### config.mk
export PLATFORM = sky130hd
export DESIGN_NAME = multi_pattern_byte_escaper_top
export DESIGN_NICKNAME = d
export VERILOG_FILES = /design/src/design/mpbe_pkg.sv /design/src/design/multi_pattern_byte_escaper_top.sv
export SDC_FILE = /design/constraint.sdc
export NUM_CORES = 1
export LEC_CHECK = 0
export ABC_AREA = 1
export BUFFER_PORTS_ARGS = -buffer_cell sky130_fd_sc_hd__buf_4
export CAP_MARGIN = 20
export CORE_AREA = 2 2 228 230
export DETAILED_ROUTE_END_ITERATION = 8
export DIE_AREA = 0 0 230 232
export GPL_ROUTABILITY_DRIVEN = 0
export PLACE_DENSITY_LB_ADDON = 0.3
export SLEW_MARGIN = 20
export SYNTH_ARGS = -nofsm -noshare
export SYNTH_HDL_FRONTEND = slang
export SYNTH_SLANG_ARGS = --single-unit
### constraint.sdc
create_clock -name i_clk -period 6.2 [get_ports i_clk]
set_input_delay 1.55 -clock i_clk [delete_from_list [all_inputs] [get_ports i_clk]]
set_output_delay 1.55 -clock i_clk [all_outputs]
set_load 0.05 [all_outputs]
### src/design/mpbe_pkg.sv
`timescale 1ns / 1ps

package mpbe_pkg;

    // register file layout
    localparam int NUM_PAIRS  = 4;
    localparam int CFG_REGS   = 2 * NUM_PAIRS;
    localparam int CFG_IDX_W  = 4;
    localparam int PAIR_W     = 2;
    localparam int LEN_W      = 3;
    localparam int PAT_W      = 35;
    localparam int REP_W      = 59;
    localparam int CFG_DATA_W = REP_W;
    localparam int REP_DATA_W = REP_W - LEN_W;

    // input transaction
    typedef struct packed {
        logic [7:0] in_byte;
        logic       chunk_end;
    } t_in;

    // output transaction
    typedef struct packed {
        logic [7:0] out_byte;
        logic       byte_valid;
        logic       chunk_done;
        logic       run_last;
    } t_out;

endpackage

### src/design/multi_pattern_byte_escaper_top.sv
`timescale 1ns / 1ps

// Byte escaper with a small lookahead window and four pattern/replacement pairs.
// A byte that neither fills the window nor ends its chunk is taken and yields
// nothing. Each head step goes through a sequencer that compares one pattern a
// cycle against the window head (up to NUM_PATTERNS patterns), emits one
// replacement byte a cycle while the output is not stalled (0..REPLACEMENT_BYTES
// bytes, one for a literal byte), then shifts the window; after the last step a
// closing state ends the transaction. A byte that fills the window costs one
// head step; a chunk-end byte costs at most one head step per pending byte, up to
// PATTERN_BYTES of them. The input is not ready during that time, and the sequencer
// waits on output back-pressure. The last result of every input transaction carries
// run_last; a chunk end that yields no byte gives one bare marker with byte_valid low.
module multi_pattern_byte_escaper_top
    import mpbe_pkg::*;
#(
    parameter int NUM_PATTERNS      = 4,
    parameter int PATTERN_BYTES     = 4,
    parameter int REPLACEMENT_BYTES = 7
) (
    input  logic                  i_clk,
    input  logic                  i_rst_n,
    input  logic                  i_in_valid,
    output logic                  o_in_ready,
    input  t_in                   i_in_data,
    output logic                  o_out_valid,
    input  logic                  i_out_ready,
    output t_out                  o_out_data,
    input  logic                  i_cfg_valid,
    output logic                  o_cfg_ready,
    input  logic [CFG_IDX_W-1:0]  i_cfg_index,
    input  logic [CFG_DATA_W-1:0] i_cfg_data
);

    localparam int                FW      = $clog2(PATTERN_BYTES + 1);
    localparam int                WIN_W   = 8 * PATTERN_BYTES;
    localparam logic [LEN_W-1:0]  PB_LEN  = LEN_W'(PATTERN_BYTES);
    localparam logic [LEN_W-1:0]  RB_LEN  = LEN_W'(REPLACEMENT_BYTES);
    localparam logic [PAIR_W-1:0] LAST_K  = PAIR_W'(NUM_PATTERNS - 1);
    localparam logic [FW-1:0]     FULL_M1 = FW'(PATTERN_BYTES - 1);

    localparam logic [2:0] S_IDLE = 3'd0;
    localparam logic [2:0] S_SCAN = 3'd1;
    localparam logic [2:0] S_EMIT = 3'd2;
    localparam logic [2:0] S_DROP = 3'd3;
    localparam logic [2:0] S_FIN  = 3'd4;

    logic [2:0]            r_state, n_state;
    logic [PAIR_W-1:0]     r_k, n_k;
    logic                  r_end, n_end;
    logic [FW-1:0]         r_fill, n_fill;
    logic [WIN_W-1:0]      r_win, n_win;
    logic [REP_DATA_W-1:0] r_rep, n_rep;
    logic [LEN_W-1:0]      r_rlen, n_rlen;
    logic [LEN_W-1:0]      r_ridx, n_ridx;
    logic [LEN_W-1:0]      r_plen, n_plen;
    logic [7:0]            r_hold, n_hold;
    logic                  r_hold_v, n_hold_v;
    t_out                  r_out;
    logic                  r_ovalid;

    logic [PAT_W-1:0] r_pat  [NUM_PAIRS];
    logic [REP_W-1:0] r_repl [NUM_PAIRS];

    logic             in_acc;
    logic             out_free;
    logic             push;
    t_out             push_data;
    logic [PAT_W-1:0] cur_pat;
    logic [REP_W-1:0] cur_rep;
    logic [LEN_W-1:0] plen;
    logic [LEN_W-1:0] rlen_sat;
    logic             hit;
    logic [7:0]       emit_byte;

    assign o_in_ready  = (r_state == S_IDLE);
    assign o_cfg_ready = 1'b1;
    assign o_out_valid = r_ovalid;
    assign o_out_data  = r_out;
    assign in_acc      = i_in_valid && o_in_ready;
    assign out_free    = !r_ovalid || i_out_ready;

    // configuration registers
    always_ff @(posedge i_clk) begin
        if (!i_rst_n) begin
            for (int p = 0; p < NUM_PAIRS; p++) begin
                r_pat[p]  <= '0;
                r_repl[p] <= '0;
            end
        end else if (i_cfg_valid && i_cfg_index < CFG_IDX_W'(CFG_REGS)) begin
            if (i_cfg_index[0]) begin
                r_repl[i_cfg_index[PAIR_W:1]] <= i_cfg_data[REP_W-1:0];
            end else begin
                r_pat[i_cfg_index[PAIR_W:1]] <= i_cfg_data[PAT_W-1:0];
            end
        end
    end

    // shared compare unit: one pattern against the window head
    assign cur_pat = r_pat[r_k];
    assign cur_rep = r_repl[r_k];
    assign plen    = cur_pat[LEN_W-1:0];

    always_comb begin
        hit = (plen != '0) && (plen <= PB_LEN) && ({{(8-LEN_W){1'b0}}, plen} <= 8'(r_fill));
        for (int i = 0; i < PATTERN_BYTES; i++) begin
            if (LEN_W'(i) < plen && cur_pat[LEN_W + 8*i +: 8] != r_win[8*i +: 8]) begin
                hit = 1'b0;
            end
        end
        rlen_sat = (cur_rep[LEN_W-1:0] > RB_LEN) ? RB_LEN : cur_rep[LEN_W-1:0];
    end

    assign emit_byte = r_rep[{r_ridx, 3'b000} +: 8];

    // sequencer
    always_comb begin
        n_state   = r_state;
        n_k       = r_k;
        n_end     = r_end;
        n_fill    = r_fill;
        n_win     = r_win;
        n_rep     = r_rep;
        n_rlen    = r_rlen;
        n_ridx    = r_ridx;
        n_plen    = r_plen;
        n_hold    = r_hold;
        n_hold_v  = r_hold_v;
        push      = 1'b0;
        push_data = '0;
        case (r_state)
            S_IDLE: begin
                if (in_acc) begin
                    for (int i = 0; i < PATTERN_BYTES; i++) begin
                        if (FW'(i) == r_fill) begin
                            n_win[8*i +: 8] = i_in_data.in_byte;
                        end
                    end
                    n_fill = r_fill + FW'(1);
                    n_end  = i_in_data.chunk_end;
                    if (i_in_data.chunk_end || r_fill == FULL_M1) begin
                        n_state = S_SCAN;
                        n_k     = '0;
                    end
                end
            end
            S_SCAN: begin
                if (hit) begin
                    n_rep   = cur_rep[REP_W-1:LEN_W];
                    n_rlen  = rlen_sat;
                    n_plen  = plen;
                    n_ridx  = '0;
                    n_state = (rlen_sat == '0) ? S_DROP : S_EMIT;
                end else if (r_k == LAST_K) begin
                    // no pattern: head byte passes as a literal
                    n_rep   = REP_DATA_W'(r_win[7:0]);
                    n_rlen  = LEN_W'(1);
                    n_plen  = LEN_W'(1);
                    n_ridx  = '0;
                    n_state = S_EMIT;
                end else begin
                    n_k = r_k + PAIR_W'(1);
                end
            end
            S_EMIT: begin
                // previous byte leaves the hold stage once a newer one exists
                if (!r_hold_v || out_free) begin
                    if (r_hold_v) begin
                        push      = 1'b1;
                        push_data = '{out_byte: r_hold, byte_valid: 1'b1,
                                      chunk_done: 1'b0, run_last: 1'b0};
                    end
                    n_hold   = emit_byte;
                    n_hold_v = 1'b1;
                    n_ridx   = r_ridx + LEN_W'(1);
                    if (r_ridx == r_rlen - LEN_W'(1)) begin
                        n_state = S_DROP;
                    end
                end
            end
            S_DROP: begin
                n_win  = r_win >> {r_plen, 3'b000};
                n_fill = r_fill - FW'(r_plen);
                if (r_end && n_fill != '0) begin
                    n_state = S_SCAN;
                    n_k     = '0;
                end else begin
                    n_state = S_FIN;
                end
            end
            S_FIN: begin
                if (r_hold_v) begin
                    if (out_free) begin
                        push      = 1'b1;
                        push_data = '{out_byte: r_hold, byte_valid: 1'b1,
                                      chunk_done: r_end, run_last: 1'b1};
                        n_hold_v  = 1'b0;
                        n_state   = S_IDLE;
                    end
                end else if (r_end) begin
                    // chunk closed without any byte: bare marker
                    if (out_free) begin
                        push      = 1'b1;
                        push_data = '{out_byte: 8'h00, byte_valid: 1'b0,
                                      chunk_done: 1'b1, run_last: 1'b1};
                        n_state   = S_IDLE;
                    end
                end else begin
                    n_state = S_IDLE;
                end
            end
            default: begin
                n_state = S_IDLE;
            end
        endcase
    end

    // control registers
    always_ff @(posedge i_clk) begin
        if (!i_rst_n) begin
            r_state  <= S_IDLE;
            r_fill   <= '0;
            r_hold_v <= 1'b0;
            r_ovalid <= 1'b0;
        end else begin
            r_state  <= n_state;
            r_fill   <= n_fill;
            r_hold_v <= n_hold_v;
            if (push) begin
                r_ovalid <= 1'b1;
            end else if (i_out_ready) begin
                r_ovalid <= 1'b0;
            end
        end
    end

    // datapath registers
    always_ff @(posedge i_clk) begin
        r_k    <= n_k;
        r_end  <= n_end;
        r_win  <= n_win;
        r_rep  <= n_rep;
        r_rlen <= n_rlen;
        r_ridx <= n_ridx;
        r_plen <= n_plen;
        r_hold <= n_hold;
        if (push) begin
            r_out <= push_data;
        end
    end

    // checks
    a_fill_range: assert property (@(posedge i_clk) disable iff (!i_rst_n)
        r_fill <= FW'(PATTERN_BYTES))
        else $error("window fill above depth");

    a_idle_fill: assert property (@(posedge i_clk) disable iff (!i_rst_n)
        (r_state == S_IDLE) |-> (r_fill < FW'(PATTERN_BYTES) && !r_hold_v))
        else $error("idle with full window or pending byte");

    a_marker_form: assert property (@(posedge i_clk) disable iff (!i_rst_n)
        (o_out_valid && !o_out_data.byte_valid) |->
            (o_out_data.chunk_done && o_out_data.run_last && o_out_data.out_byte == 8'h00))
        else $error("malformed chunk-end marker");

    a_done_is_last: assert property (@(posedge i_clk) disable iff (!i_rst_n)
        (o_out_valid && o_out_data.chunk_done) |-> o_out_data.run_last)
        else $error("chunk done without run last");

endmodule

==> results.py <==
metrics = {
    "floorplan": {
        "die_x_um": 230,
        "ios": 91,
        "die-area_mm2": 0.0534,
        "core_area_mm2": 0.0509,
        "start_util": 0.446,
        "dieHeight_um": 232,
        "rows": 83,
    },
    "detailed_routing": {
        "firstDrtPassIters": 6,
        "avgRoutedWirePerCell_um": 20.7,
        "vias": 16185,
        "route.detailed.drc": 0,
        "viasPerCell": 5.53,
        "drt_iter0_drc": 1806,
        "routed_wl_mm": 60.6,
        "antenna_left": 0,
    },
    "power_and_ir_drop": {
        "seq_power_share": 0.439,
        "p_int_mw": 6.50,
        "swShare": 0.338,
        "power_switching_mw": 3.32,
        "p_comb_frac": 0.249,
        "powerDensity_mw_per_mm2": 384,
        "leakagePower_nw": 9.91,
        "clockPowerShare": 0.312,
        "vdd.ir_drop.worst_mv": 0.229,
    },
    "global_routing": {
        "grt_use_total": 0.228,
        "grt_max_degree": 124,
        "grt_pass1_wl_mm": 92.9,
        "grt_pass1_vias": 15885,
        "antenna_found_initial": 0,
        "gr-total-overflow": 0,
    },
    "placed_design": {
        "portBuffers": 89,
        "dp_hpwl_mm": 36.7,
        "dpl_cell_area_mm2": 0.0239,
    },
    "clocking": {
        "cts_inserted_buffers": 51,
        "cts_hold_buf": 0,
        "cts_tree": "done",
        "cts_buffer_depth": 3,
        "postCtsSetupRepairBufs": 0,
        "cts.repair.resized": 0,
        "path_clk_slew_ps": 60,
        "htreeDepth": 2,
        "cts_root_buf": "clkbuf_16",
        "clk_latency_ps": 600,
        "clock_sinks": 505,
    },
    "cells_and_area": {
        "fin_nets": 2298,
        "layout_commonest_cell": "edfxtp_1",
        "regArea_mm2": 0.0151,
        "multi_input_area_mm2": 0.00657,
        "drive_gt1_frac": 0.118,
        "syn_to_final_growth_pct": 12.7,
        "antenna_cells": 0,
        "design_area_mm2": 0.0256,
        "fillers": 4610,
        "most-common-layout-cells": "edfxtp_1 (495), nor2_1 (485), nand2_1 (434)",
    },
    "synth": {
        "synth_area_mm2": 0.0227,
        "syn_avg_cell_area_um2": 10.5,
        "seq_area_frac_synth": 0.664,
        "yosys.area.top_type_share": 0.656,
        "ys_warn_count": 0,
        "synth_area_leader_cell": "edfxtp_1",
        "ys_ff_latch": 505,
        "synth_nets": 2245,
        "synth_cells": 2155,
        "synth.area.top_cells": "edfxtp_1 (66%), nor2_1 (8.0%), nand2_1 (7.3%)",
        "synth.distinct_cells": 41,
    },
    "worst_setup_path": {
        "start_kind": "flip-flop",
        "critPathArrivalTime_ps": 4690,
        "required_ps": 6440,
        "crit_path_end_kind": "flip-flop",
        "critical_path_class": "reg -> reg",
        "cp_max_fo": 101,
    },
    "timing": {
        "fmax_mhz": 225,
        "finalHoldViolations": 0,
        "setup_viol": 0,
        "drv_slew": 0,
        "fin_hold_ws_ps": 502,
        "timing.final.crit_share": 0.718,
        "fin_crit_ps": 4450,
        "worst_pin_slew_ps": 1150,
        "finClkSkew_ps": 29.1,
        "relSlewSlack": 0.235,
        "rsz0062_at_grt": "false",
        "fin_setup_tns_ps": 0,
    },
    "run": {
        "drv_cap": 0,
    },
    "min_path": {
        "min-delay-start": "r_k[1]",
        "hp-class": "reg -> reg",
    },
    "status": {
        "status": "finished, final reports clean",
    },
}
[cell families (layout without fill, tap and decap cells)]
family	after synthesis	after routing	share of synthesized area
other	1	1	0.000165
XOR/XNOR	8	8	0.00309
AND/OR/NAND/NOR	1071	1071	0.188
buffers and inverters	255	348	0.0476
flip-flops	505	505	0.664
AO/OA/AOI/OAI	302	302	0.0893
adder cells (fa/ha/maj)	13	13	0.00751
[synth_stat cells (all sizes together)]
| cell | number |
|---|---|
| dfxtp | 10 |
| ha | 12 |
| nand2 | 448 |
| fa | 1 |
| xor2 | 4 |
| nand3b | 11 |
| a22oi | 8 |
| nor3 | 21 |
| inv | 131 |
| or2 | 2 |
| a32o | 3 |
| nand4 | 1 |
| nand3 | 100 |
| a21oi | 117 |
| nor2 | 487 |
| xnor2 | 4 |
| edfxtp | 495 |
| o31ai | 1 |
| buf | 34 |
| clkbuf | 88 |
| o22ai | 17 |
| and3 | 1 |
| o21ai | 94 |
| clkinv | 2 |
| a221oi | 49 |
| a211oi | 5 |
| a31oi | 8 |
| conb | 1 |
[path summary, 6_finish.rpt]
path	to	cells after the start	slack (ps)
worst max register to register	r_rep[18]	16	1750
worst min register to register	flip-flop	2	500
worst max-delay path	r_rep[18]	16	1750
worst min-delay path	flip-flop	2	500
[layer usage]
layer  GRT usage  part of all wire  wire [um]
met3      0.0479             0.088       5330
met2       0.374              0.47      28600
met4      0.0720             0.028       1680
met1       0.303              0.41      25000
met5           0                 0          0
[state kept, by name, summed over array words and instances (netlist names), 8 cells and up, named ones only]
register	count
r_win	32
r_hold	8
r_repl	236
r_pat	140
r_rep	56
o_out_data	11
[worst max-delay path, stage by stage, from the launching register on]
cell	delay [ps]
dfxtp_4	550
buf_6	680
buf_4	680
nand2_1	130
nand3_1	120
nand2_1	70
xor2_1	130
nand3_1	80
nor2_1	120
nand2_2	110
inv_1	70
nand2_1	40
nor2_1	90
buf_4	190
nand2_1	120
nand2_2	350
buf_4	460
[cell type report]
| cell class | count | share of cell area |
|---|---|---|
| flip-flops and latches | 505 | 0.590 |
| multi-input cells | 1395 | 0.257 |
| clock buffers | 54 | 0.0512 |
| repair buffers | 122 | 0.0360 |
| well taps | 680 | 0.0333 |
| inverters | 133 | 0.0198 |
| clock inverters | 39 | 0.0130 |
[through the flow]
step / cells / utilization / setup slack [ps] / power (mW)
floorplan: 2155 / - / 967 / 6.07
global placement: 2835 / 0.470 / 1520 / 6.75
detailed placement: 2835 / 0.470 / 1520 / 6.79
CTS: 2928 / 0.502 / 1470 / 9.84
global route: 2928 / 0.502 / 1480 / 10.3
finish: 2928 / 0.502 / 1750 / 9.82
[power groups by stage]
stage / registers (mW) / clock network (mW) / logic [mW]
2_1_floorplan: 4.26 / 0 / 1.81
3_3_place_gp: 4.36 / 0 / 2.39
3_5_place_dp: 4.37 / 0 / 2.42
4_1_cts: 4.30 / 3.10 / 2.43
5_1_grt: 4.33 / 3.22 / 2.72
6_report: 4.31 / 3.06 / 2.45
Note: power is estimated with default switching activity, not from simulation.
